--- config.mk ---
export PLATFORM = sky130hd
export DESIGN_NAME = vdft_hash
export DESIGN_NICKNAME = d
export VERILOG_FILES = /design/src/design/vdft_pkg.sv /design/src/design/vdft_hash.sv
export SDC_FILE = /design/constraint.sdc
export NUM_CORES = 1
export LEC_CHECK = 0
export ABC_AREA = 1
export BUFFER_PORTS_ARGS = -buffer_cell sky130_fd_sc_hd__buf_4
export CAP_MARGIN = 20
export CORE_AREA = 10 10 133 135
export DETAILED_ROUTE_END_ITERATION = 6
export DIE_AREA = 0 0 143 145
export GPL_ROUTABILITY_DRIVEN = 0
export PLACE_DENSITY = 0.94
export SLEW_MARGIN = 20
export SYNTH_ARGS = -nofsm -noshare
export SYNTH_HDL_FRONTEND = slang
export SYNTH_SLANG_ARGS = --single-unit
--- constraint.sdc ---
create_clock -name clk -period 18.7 [get_ports clk]
set_input_delay 1.87 -clock clk [delete_from_list [all_inputs] [get_ports clk]]
set_output_delay 1.87 -clock clk [all_outputs]
set_load 0.01 [all_outputs]
--- src/design/vdft_pkg.sv ---
// Package for the vertex dedup / fan triangulation core.
// Holds store geometry, hash constant, store entry and sequencer state types.
// No dependencies.
`timescale 1ns / 1ps

package vdft_pkg;

    // Dedup store geometry (depth must be a power of two)
    localparam int TABLE_DEPTH = 4096;
    localparam int SLOT_W      = $clog2(TABLE_DEPTH);
    localparam int PCNT_W      = SLOT_W + 1;

    localparam int IDX_W = 16;
    localparam int KEY_W = 3 * IDX_W;
    localparam int NV_W  = IDX_W + 1;

    localparam logic [31:0]   HASH_MUL    = 32'd2654435761;
    localparam logic [NV_W-1:0] INDEX_SPACE = NV_W'(1) << IDX_W;

    // One dedup store entry
    typedef struct packed {
        logic             valid;
        logic [KEY_W-1:0] key;
        logic [IDX_W-1:0] vertex;
    } ent_t;

    typedef enum logic [2:0] {
        ST_CLEAR,
        ST_IDLE,
        ST_HASH1,
        ST_HASH2,
        ST_HOME,
        ST_READ,
        ST_CMP,
        ST_DONE
    } state_t;

endpackage

--- src/design/vdft_hash.sv ---
// Shared hash multiplier: registered low 32 bits of operand * golden constant.
// Depends on vdft_pkg.
`timescale 1ns / 1ps

module vdft_hash
    import vdft_pkg::*;
(
    input  logic        clk,
    input  logic        load,
    input  logic [31:0] opnd,
    output logic [31:0] hash
);

    logic [31:0] prod;
    logic [31:0] hash_reg;

    // One 32x32 multiply, low word kept
    assign prod = opnd * HASH_MUL;

    always_ff @(posedge clk)
    begin
        if (load)
        begin
            hash_reg <= prod;
        end
    end

    assign hash = hash_reg;

endmodule

==> impl_results.md, run 1 <==
* Hold depth at 1
* Pin count of the biggest net entering global routing at 33
* Setup Buffers After CTS at 0
* Routed length on met1 at 8982 um
* Post-synthesis sequential area ratio at 0.09385
* Max Clk Rate at 127.3 MHz
* HPWL after DPL at 23780 um
* Warnings, synthesis at 0
* Area Growth Syn to Fin at 8.432%
* Rows at 45
* Root Buffer Master: clkbuf_16
* Drt first-iter violations at 502
* Overall Global Routing Usage at 0.2679
* Max incr delay on CP at 0.53 ns
* Hold WS at 1.910 ns
* Largest family of logic cells by synthesized area: adder cells
* Synth top area cells: fa_1, ha_1, inv_1
* IO Pins at 66
* CTS-repair resized insts at 0
* ANT nets after route at 0
* Status: complete, no violations
* Net count, final at 1570
* Syn Inst Count at 1073
* Worst Path Required at 18.74 ns
* Worst EP arrival at 7.89 ns
* Number of max-cap violations at 0
* Via Count at 7545
* Share of cells above drive strength 1 at 0.08377
* Starting Density at 0.6811
* EDFF count, synth at 32
* Minimum clock period at 7.853 ns
* Number of flip-flops in the largest register at 32
* Vias in the first global route at 8785
* Clk slew on worst S/H paths at 0.05 ns
* CTS Buf Count at 5
* RSZ-0062 raised after global routing: false
* Least-Margin Pin Slew at 0.4055 ns
* Final setup fails at 0
* Bufs and invs on worst path at 8
* Max-slew headroom at 0.7297
* CP Class: input pin to flop
* Final Max Slew Viols at 0
* Post-route DRC at 0
* Die width at 143 um
* Routed len/inst at 19.94 um
* Pre-antenna DRT Iters at 7
* Final Hold Vio Count at 0
* Via/cell ratio at 5.656
* Family with the most delay on the worst path: adder cells
* Post-synth top flop: edfxtp_1
* Global-route wire length before repair at 43110 um
* Avg Inst Size Synth at 9.542 um2
* Worst hold start: opnd[1]
* CTS max path bufs at 2
* Overall routed net length at 26600 um
* Synth Cell Area at 0.01024 mm2
* Number of port buffers at 65
* Number of diodes at 0
* Post-synth top cells: inv_1, fa_1, ha_1
* Most frequent cell on the critical path: fa_1
* Setup crit start kind: input pin
* Slowest-stage cell, CP: fa_1
* Post-synthesis cell type count at 31
* Initial antenna violation count at 0
* Worst Hold Class: input pin to flop
* Most common cell in the netlist: inv_1
* Met2 WL at 13360 um
* GR Overflow Total at 0
* Synth Register Bits at 32
* FF/Latch Area at 960.9 um2
* Synthesized net count at 1498
* Metal3 WL at 1680 um
* Final worst-path cycle share at 0.4199
* Cts hold-fix bufs at 0
* Fin Setup TNS at 0 ns
* Post-Synth Adder-Cell Area at 0.6274
* Synth area leader: fa_1
* Post-Synth XOR/XNOR Area at 0.02908
* CTS sink count at 32
* Worst Path Max Fanout at 7
* Die height at 145 um
* Post-synthesis simple-gate area fraction at 0.07503
* CTS tree: done
* Asr flop ratio synth at 0
* Filler Cells Inserted at 966
* Multi-input logic area at 0.007840 mm2
* Endpoint class of the critical path: flop
* Synth Area in Compound Gates at 0.03422
* Core box area at 0.01503 mm2
* Uppermost layer routed: met4
* H-tree Lvls at 2
* Post-synth top area share at 0.3989
* Hold path endpoint: hash[1]
* Die ar. at 0.02074 mm2
* Mux share of post-synthesis cell area at 0
==> per-stage QoR <==
stage	cell area, um2	cells	util	worst slack (ns)
after floorplan	10240	1073	-	11.25
after detailed placement	10960	1326	0.7292	10.59
after global placement	10960	1326	0.7292	10.80
after CTS	11100	1334	0.7385	10.89
after global routing	11100	1334	0.7385	10.53
final	11100	1334	0.7385	10.85
==> final cells by class <==
cell class	count	share of cell area
clock inverters	2	0.001014
repair buffers	65	0.04395
clock buffers	6	0.01161
well taps	188	0.02119
inverters	383	0.1295
flip-flops and latches	32	0.08655
multi-input cells	658	0.7062
==> how the worst max path moves through the flow <==
stage,startpoint,end,slack (ns),cells past startpoint
after global placement,opnd[13],hash[31],10.80,25
after detailed placement,opnd[4],hash[28],10.59,27
after CTS,opnd[4],hash[28],10.89,27
final,opnd[12],hash[31],10.85,25
after global routing,opnd[12],hash[31],10.53,25
after floorplan,opnd[4],hash[30],11.25,26
==> per-layer routing <==
metal  up-vias  GRT usage
met4         0     0.2276
li1       3332          -
met2       419     0.4536
met5         -          0
met3       168    0.04531
met1      3626     0.2819
==> cell families (layout without fill, tap and decap cells) <==
kind of cell | after synthesis | in the layout
AO/OA/AOI/OAI | 55 | 55
adder cells (fa/ha/maj) | 391 | 391
AND/OR/NAND/NOR | 178 | 178
XOR/XNOR | 34 | 34
flip-flops | 32 | 32
buffers and inverters | 383 | 456
==> placed cells by master, fill, tap and decap left out, types with 7 or more instances in the layout <==
cell and count:
inv_1 375, fa_1 204, ha_1 187, nand2_1 108
buf_4 65, edfxtp_1 32, a21oi_1 25, nand3_1 25
xor2_1 21, nor2_1 20, xnor2_1 13, inv_2 8
o21ai_1 8, o21ai_0 7
Power of run 1 is not shown: default switching activity piles up to over one toggle a cycle in this logic, so the estimate is an artifact.
==> run 2: changes to the inputs <==
--- a/config.mk
+++ b/config.mk
@@ -8,11 +8,11 @@
 export ABC_AREA = 1
 export BUFFER_PORTS_ARGS = -buffer_cell sky130_fd_sc_hd__buf_4
 export CAP_MARGIN = 20
-export CORE_AREA = 10 10 133 135
+export CORE_AREA = 10 10 144 146
 export DETAILED_ROUTE_END_ITERATION = 6
-export DIE_AREA = 0 0 143 145
+export DIE_AREA = 0 0 154 156
 export GPL_ROUTABILITY_DRIVEN = 0
-export PLACE_DENSITY = 0.94
+export PLACE_DENSITY = 0.85
 export SLEW_MARGIN = 20
 export SYNTH_ARGS = -nofsm -noshare
 export SYNTH_HDL_FRONTEND = slang
==> constraint.sdc (replaced) <==
create_clock -name clk -period 7.2 [get_ports clk]
set_input_delay 0.72 -clock clk [delete_from_list [all_inputs] [get_ports clk]]
set_output_delay 0.72 -clock clk [all_outputs]
set_load 0.01 [all_outputs]
==> impl_results.md, run 2 (synthesis results as in run 1) <==
* Status: complete, no violations (unchanged)
* Filler Cells Inserted at 1386 (was 966)
* Placed cell area at 0.01101 mm2 (was 0.01096 mm2)
* Most frequent cell on the critical path: fa_1 (unchanged)
* Number of diodes at 0 (unchanged)
* Cells after DPL at 1367 (was 1326)
* CTS max path bufs at 2 (unchanged)
* Via/cell ratio at 5.222 (was 5.656)
* Non-filler cells, final at 1374 (was 1334)
* Max-slew headroom at 0.7340 (was 0.7297)
* Final instance area at 0.01115 mm2 (was 0.01110 mm2)
* RSZ-0062 raised after global routing: false (unchanged)
* Setup crit start kind: input pin (unchanged)
* Worst path depth at 25 (unchanged)
* Number of max-cap violations at 0 (unchanged)
* Net count, final at 1570 (unchanged)
* Vias in the first global route at 8217 (was 8785)
* Overall routed net length at 24320 um (was 26600 um)
* ANT nets after route at 0 (unchanged)
* Fin Setup TNS at 0 ns (unchanged)
* Place WS at 0.1958 ns (was 10.59 ns)
* Minimum clock period at 6.748 ns
* Bufs and invs on worst path at 8 (unchanged)
* HPWL after DPL at 21840 um (was 23780 um)
* Critical path endpoint: hash[31] (unchanged)
* Final worst-path cycle share at 0.9373
* Post-route DRC at 0 (unchanged)
* CTS sink count at 32 (unchanged)
* Initial antenna violation count at 0 (unchanged)
* Rows at 49 (was 45)
* Pin count of the biggest net entering global routing at 33 (unchanged)
* CTS-repair resized insts at 0 (unchanged)
* Area Growth Syn to Fin at 8.872% (was 8.432%)
* CP Class: input pin to flop (unchanged)
* Final Max Slew Viols at 0 (unchanged)
* Number of flip-flops in the largest register at 32 (unchanged)
* Endpoint class of the critical path: flop (unchanged)
* Global-route wire length before repair at 41000 um (was 43110 um)
* Worst EP arrival at 6.78 ns (was 7.89 ns)
* Starting Density at 0.5739 (was 0.6811)
* Clk slew on worst S/H paths at 0.05 ns (about the same)
* Final setup fails at 0 (unchanged)
* Worst Path Required at 7.23 ns (was 18.74 ns)
* Family with the most delay on the worst path: adder cells (unchanged)
* Most frequent cells in the layout: inv_1, fa_1, ha_1 (unchanged)
* Share of cells above drive strength 1 at 0.08384 (was 0.08377)
* Drt first-iter violations at 418 (was 502)
* Max Clk Rate at 148.2 MHz
* Die width at 154 um (was 143 um)
* Worst Path Max Fanout at 7 (unchanged)
* Setup ws final at 0.4518 ns (was 10.85 ns)
* Core box area at 0.01784 mm2 (was 0.01503 mm2)
* Cts hold-fix bufs at 0 (unchanged)
* Pre-antenna DRT Iters at 5 (was 7)
* Most common cell after layout, fill and taps aside: inv_1 (unchanged)
* H-tree Lvls at 2 (unchanged)
* Routed len/inst at 17.70 um (was 19.94 um)
* Root Buffer Master: clkbuf_16 (unchanged)
* Number of port buffers at 65 (unchanged)
* CTS tree: done (unchanged)
* Slowest-stage cell, CP: fa_1 (unchanged)
* GR Overflow Total at 0 (unchanged)
* Final Hold Vio Count at 0 (unchanged)
* Setup Buffers After CTS at 0 (unchanged)
* IO Pins at 66 (unchanged)
* Worst Hold Class: input pin to flop (unchanged)
* Crit. Startpoint: opnd[13] (was opnd[12])
* Least-Margin Pin Slew at 0.3990 ns (was 0.4055 ns)
* Overall Global Routing Usage at 0.2131 (was 0.2679)
* Die height at 156 um (was 145 um)
* Die ar. at 0.02402 mm2 (was 0.02074 mm2)
* CTS Buf Count at 5 (unchanged)
* Via Count at 7175 (was 7545)
* Max incr delay on CP at 0.56 ns (was 0.53 ns)
==> run 2: per-stage QoR <==
step,utilization,hold WS [ns]
CTS,0.6248,0.7705
detailed placement,0.6173,1.044
floorplan,-,0.8189
global placement,0.6173,1.049
finish,0.6248,0.7871
global route,0.6248,0.7808
==> run 2: area by class of cell <==
cell class                 count  area [um2]  share of cell area
timing repair buffer          65       488.0             0.04378
clock buffer                   6       128.9             0.01156
tap                          229       286.5             0.02570
multi-input combinational    658        7840              0.7033
inverter                     383        1438              0.1290
clock inverter                 1       5.005           0.0004490
sequential                    32       960.9             0.08621
==> run 2: how the worst min path moves through the flow <==
stage	start	end	slack (ns)	depth (start not counted)
3_3_place_gp	opnd[3]	hash[3]	1.05	1
5_1_grt	opnd[3]	hash[3]	0.78	1
2_1_floorplan	opnd[0]	hash[0]	0.82	0
4_1_cts	opnd[3]	hash[3]	0.77	1
3_5_place_dp	opnd[3]	hash[3]	1.04	1
6_report	opnd[3]	hash[3]	0.79	1
==> run 2: layer usage <==
metal | vias up | GRT usage | wire (um)
met3 | 69 | 0.02923 | 1247
met2 | 247 | 0.3847 | 12360
met4 | 0 | 0.1026 | 1270
met1 | 3542 | 0.2430 | 9445
li1 | 3317 | - | -
met5 | - | 0 | 0
Power of run 2 is left out for the same reason.
==> run 3: changes to the inputs <==
--- a/config.mk
+++ b/config.mk
@@ -8,11 +8,12 @@
 export ABC_AREA = 1
 export BUFFER_PORTS_ARGS = -buffer_cell sky130_fd_sc_hd__buf_4
 export CAP_MARGIN = 20
-export CORE_AREA = 10 10 144 146
+export CORE_AREA = 10 10 118 163
+export CTS_CLUSTER_DIAMETER = 120
 export DETAILED_ROUTE_END_ITERATION = 6
-export DIE_AREA = 0 0 154 156
+export DIE_AREA = 0 0 128 173
 export GPL_ROUTABILITY_DRIVEN = 0
-export PLACE_DENSITY = 0.85
+export PLACE_DENSITY = 0.89
 export SLEW_MARGIN = 20
 export SYNTH_ARGS = -nofsm -noshare
 export SYNTH_HDL_FRONTEND = slang
==> constraint.sdc (replaced) <==
create_clock -name clk -period 7 [get_ports clk]
set_input_delay 0.7 -clock clk [delete_from_list [all_inputs] [get_ports clk]]
set_output_delay 0.7 -clock clk [all_outputs]
set_load 0.01 [all_outputs]
==> impl_results.md, run 3 (synthesis results as in run 1) <==
* Fin Setup TNS at 0 ns (unchanged)
* Status: complete, no violations (unchanged)
* Overall routed net length at 26560 um (was 24320 um)
* IO Pins at 66 (unchanged)
* Most frequent cell on the critical path: fa_1 (unchanged)
* Least-Margin Pin Slew at 0.3916 ns (was 0.3990 ns)
* Setup Buffers After CTS at 0 (unchanged)
* Max incr delay on CP at 0.55 ns (was 0.56 ns)
* Area Growth Syn to Fin at 8.579% (was 8.872%)
* Via/cell ratio at 5.499 (was 5.222)
* Number of flip-flops in the largest register at 32 (unchanged)
* Max-slew headroom at 0.7389 (was 0.7340)
* Final worst-path cycle share at 0.9428
* Setup crit start kind: input pin (unchanged)
* Worst Path Max Fanout at 7 (unchanged)
* Via Count at 7396 (was 7175)
* Most common cell after layout, fill and taps aside: inv_1 (unchanged)
* Max Clk Rate at 151.5 MHz
* Core box area at 0.01610 mm2 (was 0.01784 mm2)
* Most frequent cells in the layout: inv_1, fa_1, ha_1 (unchanged)
* Vias in the first global route at 8806 (was 8217)
* Starting Density at 0.6358 (was 0.5739)
* Final Max Slew Viols at 0 (unchanged)
* Bufs and invs on worst path at 8 (unchanged)
* Share of cells above drive strength 1 at 0.08464 (was 0.08384)
* HPWL after DPL at 24050 um (was 21840 um)
* CTS tree: done (unchanged)
* Net count, final at 1571 (was 1570)
* Number of port buffers at 65 (unchanged)
* Minimum clock period at 6.599 ns
* CTS sink count at 32 (unchanged)
* Final Hold Vio Count at 0 (unchanged)
* Overall Global Routing Usage at 0.2500 (was 0.2131)
* Global-route wire length before repair at 43060 um (was 41000 um)
* Die width at 128 um (was 154 um)
* CTS-repair resized insts at 0 (unchanged)
* Pin count of the biggest net entering global routing at 33 (unchanged)
* Initial antenna violation count at 0 (unchanged)
* CTS Buf Count at 5 (unchanged)
* Endpoint class of the critical path: flop (unchanged)
* GR Overflow Total at 0 (unchanged)
* H-tree Lvls at 2 (unchanged)
* Rows at 55 (was 49)
* Post-route DRC at 0 (unchanged)
* RSZ-0062 raised after global routing: false (unchanged)
* Filler Cells Inserted at 1130 (was 1386)
* Met2 Use GR at 0.4498 (was 0.3847)
* Clk slew on worst S/H paths at 0.05 ns (about the same)
* Worst Path Required at 7.03 ns (was 7.23 ns)
* CP Class: input pin to flop (unchanged)
* Routed len/inst at 19.74 um (was 17.70 um)
* Worst EP arrival at 6.63 ns (was 6.78 ns)
* Die height at 173 um (was 156 um)
* Die ar. at 0.02214 mm2 (was 0.02402 mm2)
* Drt first-iter violations at 446 (was 418)
* Slowest-stage cell, CP: fa_1 (unchanged)
* Family with the most delay on the worst path: adder cells (unchanged)
* ANT nets after route at 0 (unchanged)
* CTS max path bufs at 2 (unchanged)
* Worst Hold Class: input pin to flop (unchanged)
* Number of diodes at 0 (unchanged)
* Cts hold-fix bufs at 0 (unchanged)
* Busiest grt layer: met2 (unchanged)
* Pre-antenna DRT Iters at 5 (unchanged)
* Number of max-cap violations at 0 (unchanged)
* GRT met1 Usage at 0.2325 (was 0.2430)
* Root Buffer Master: clkbuf_16 (unchanged)
* GR Util met3 at 0.03306 (was 0.02923)
* Final setup fails at 0 (unchanged)
[run 3: metrics by stage]
step           utilization  setup WS (ns)  hold WS, ns  instances  instance area, um2
2_1_floorplan            -         0.7216       0.7989       1073               10240
3_3_place_gp        0.6821         0.2305        1.042       1338               10980
3_5_place_dp        0.6821         0.1503        1.043       1338               10980
4_1_cts             0.6904         0.4054       0.7639       1345               11120
5_1_grt             0.6904       0.005490       0.7712       1345               11120
6_report            0.6904         0.4005       0.7668       1345               11120
[run 3: final timing paths]
kind | to | slack (ns) | start | cells past startpoint
max | hash[31] | 0.40 | opnd[12] | 25
min | hash[3] | 0.77 | opnd[3] | 1
[run 3: per-layer routing]
metal / vias to the layer above / routed length, um
li1: 3321 / -
met1: 3589 / 8393
met2: 323 / 14050
met3: 163 / 1164
met4: 0 / 2944
met5: - / 0
[run 3: cell type report]
type | count | area, um2 | share of cell area
Timing Repair Buffer | 66 | 495.5 | 0.04457
Clock inverter | 1 | 5.005 | 0.0004502
Multi-Input combinational cell | 658 | 7840 | 0.7052
Inverter | 383 | 1438 | 0.1293
Sequential cell | 32 | 960.9 | 0.08644
Clock buffer | 6 | 128.9 | 0.01159
Tap cell | 199 | 249.0 | 0.02240
Power of run 3 is left out for the same reason.
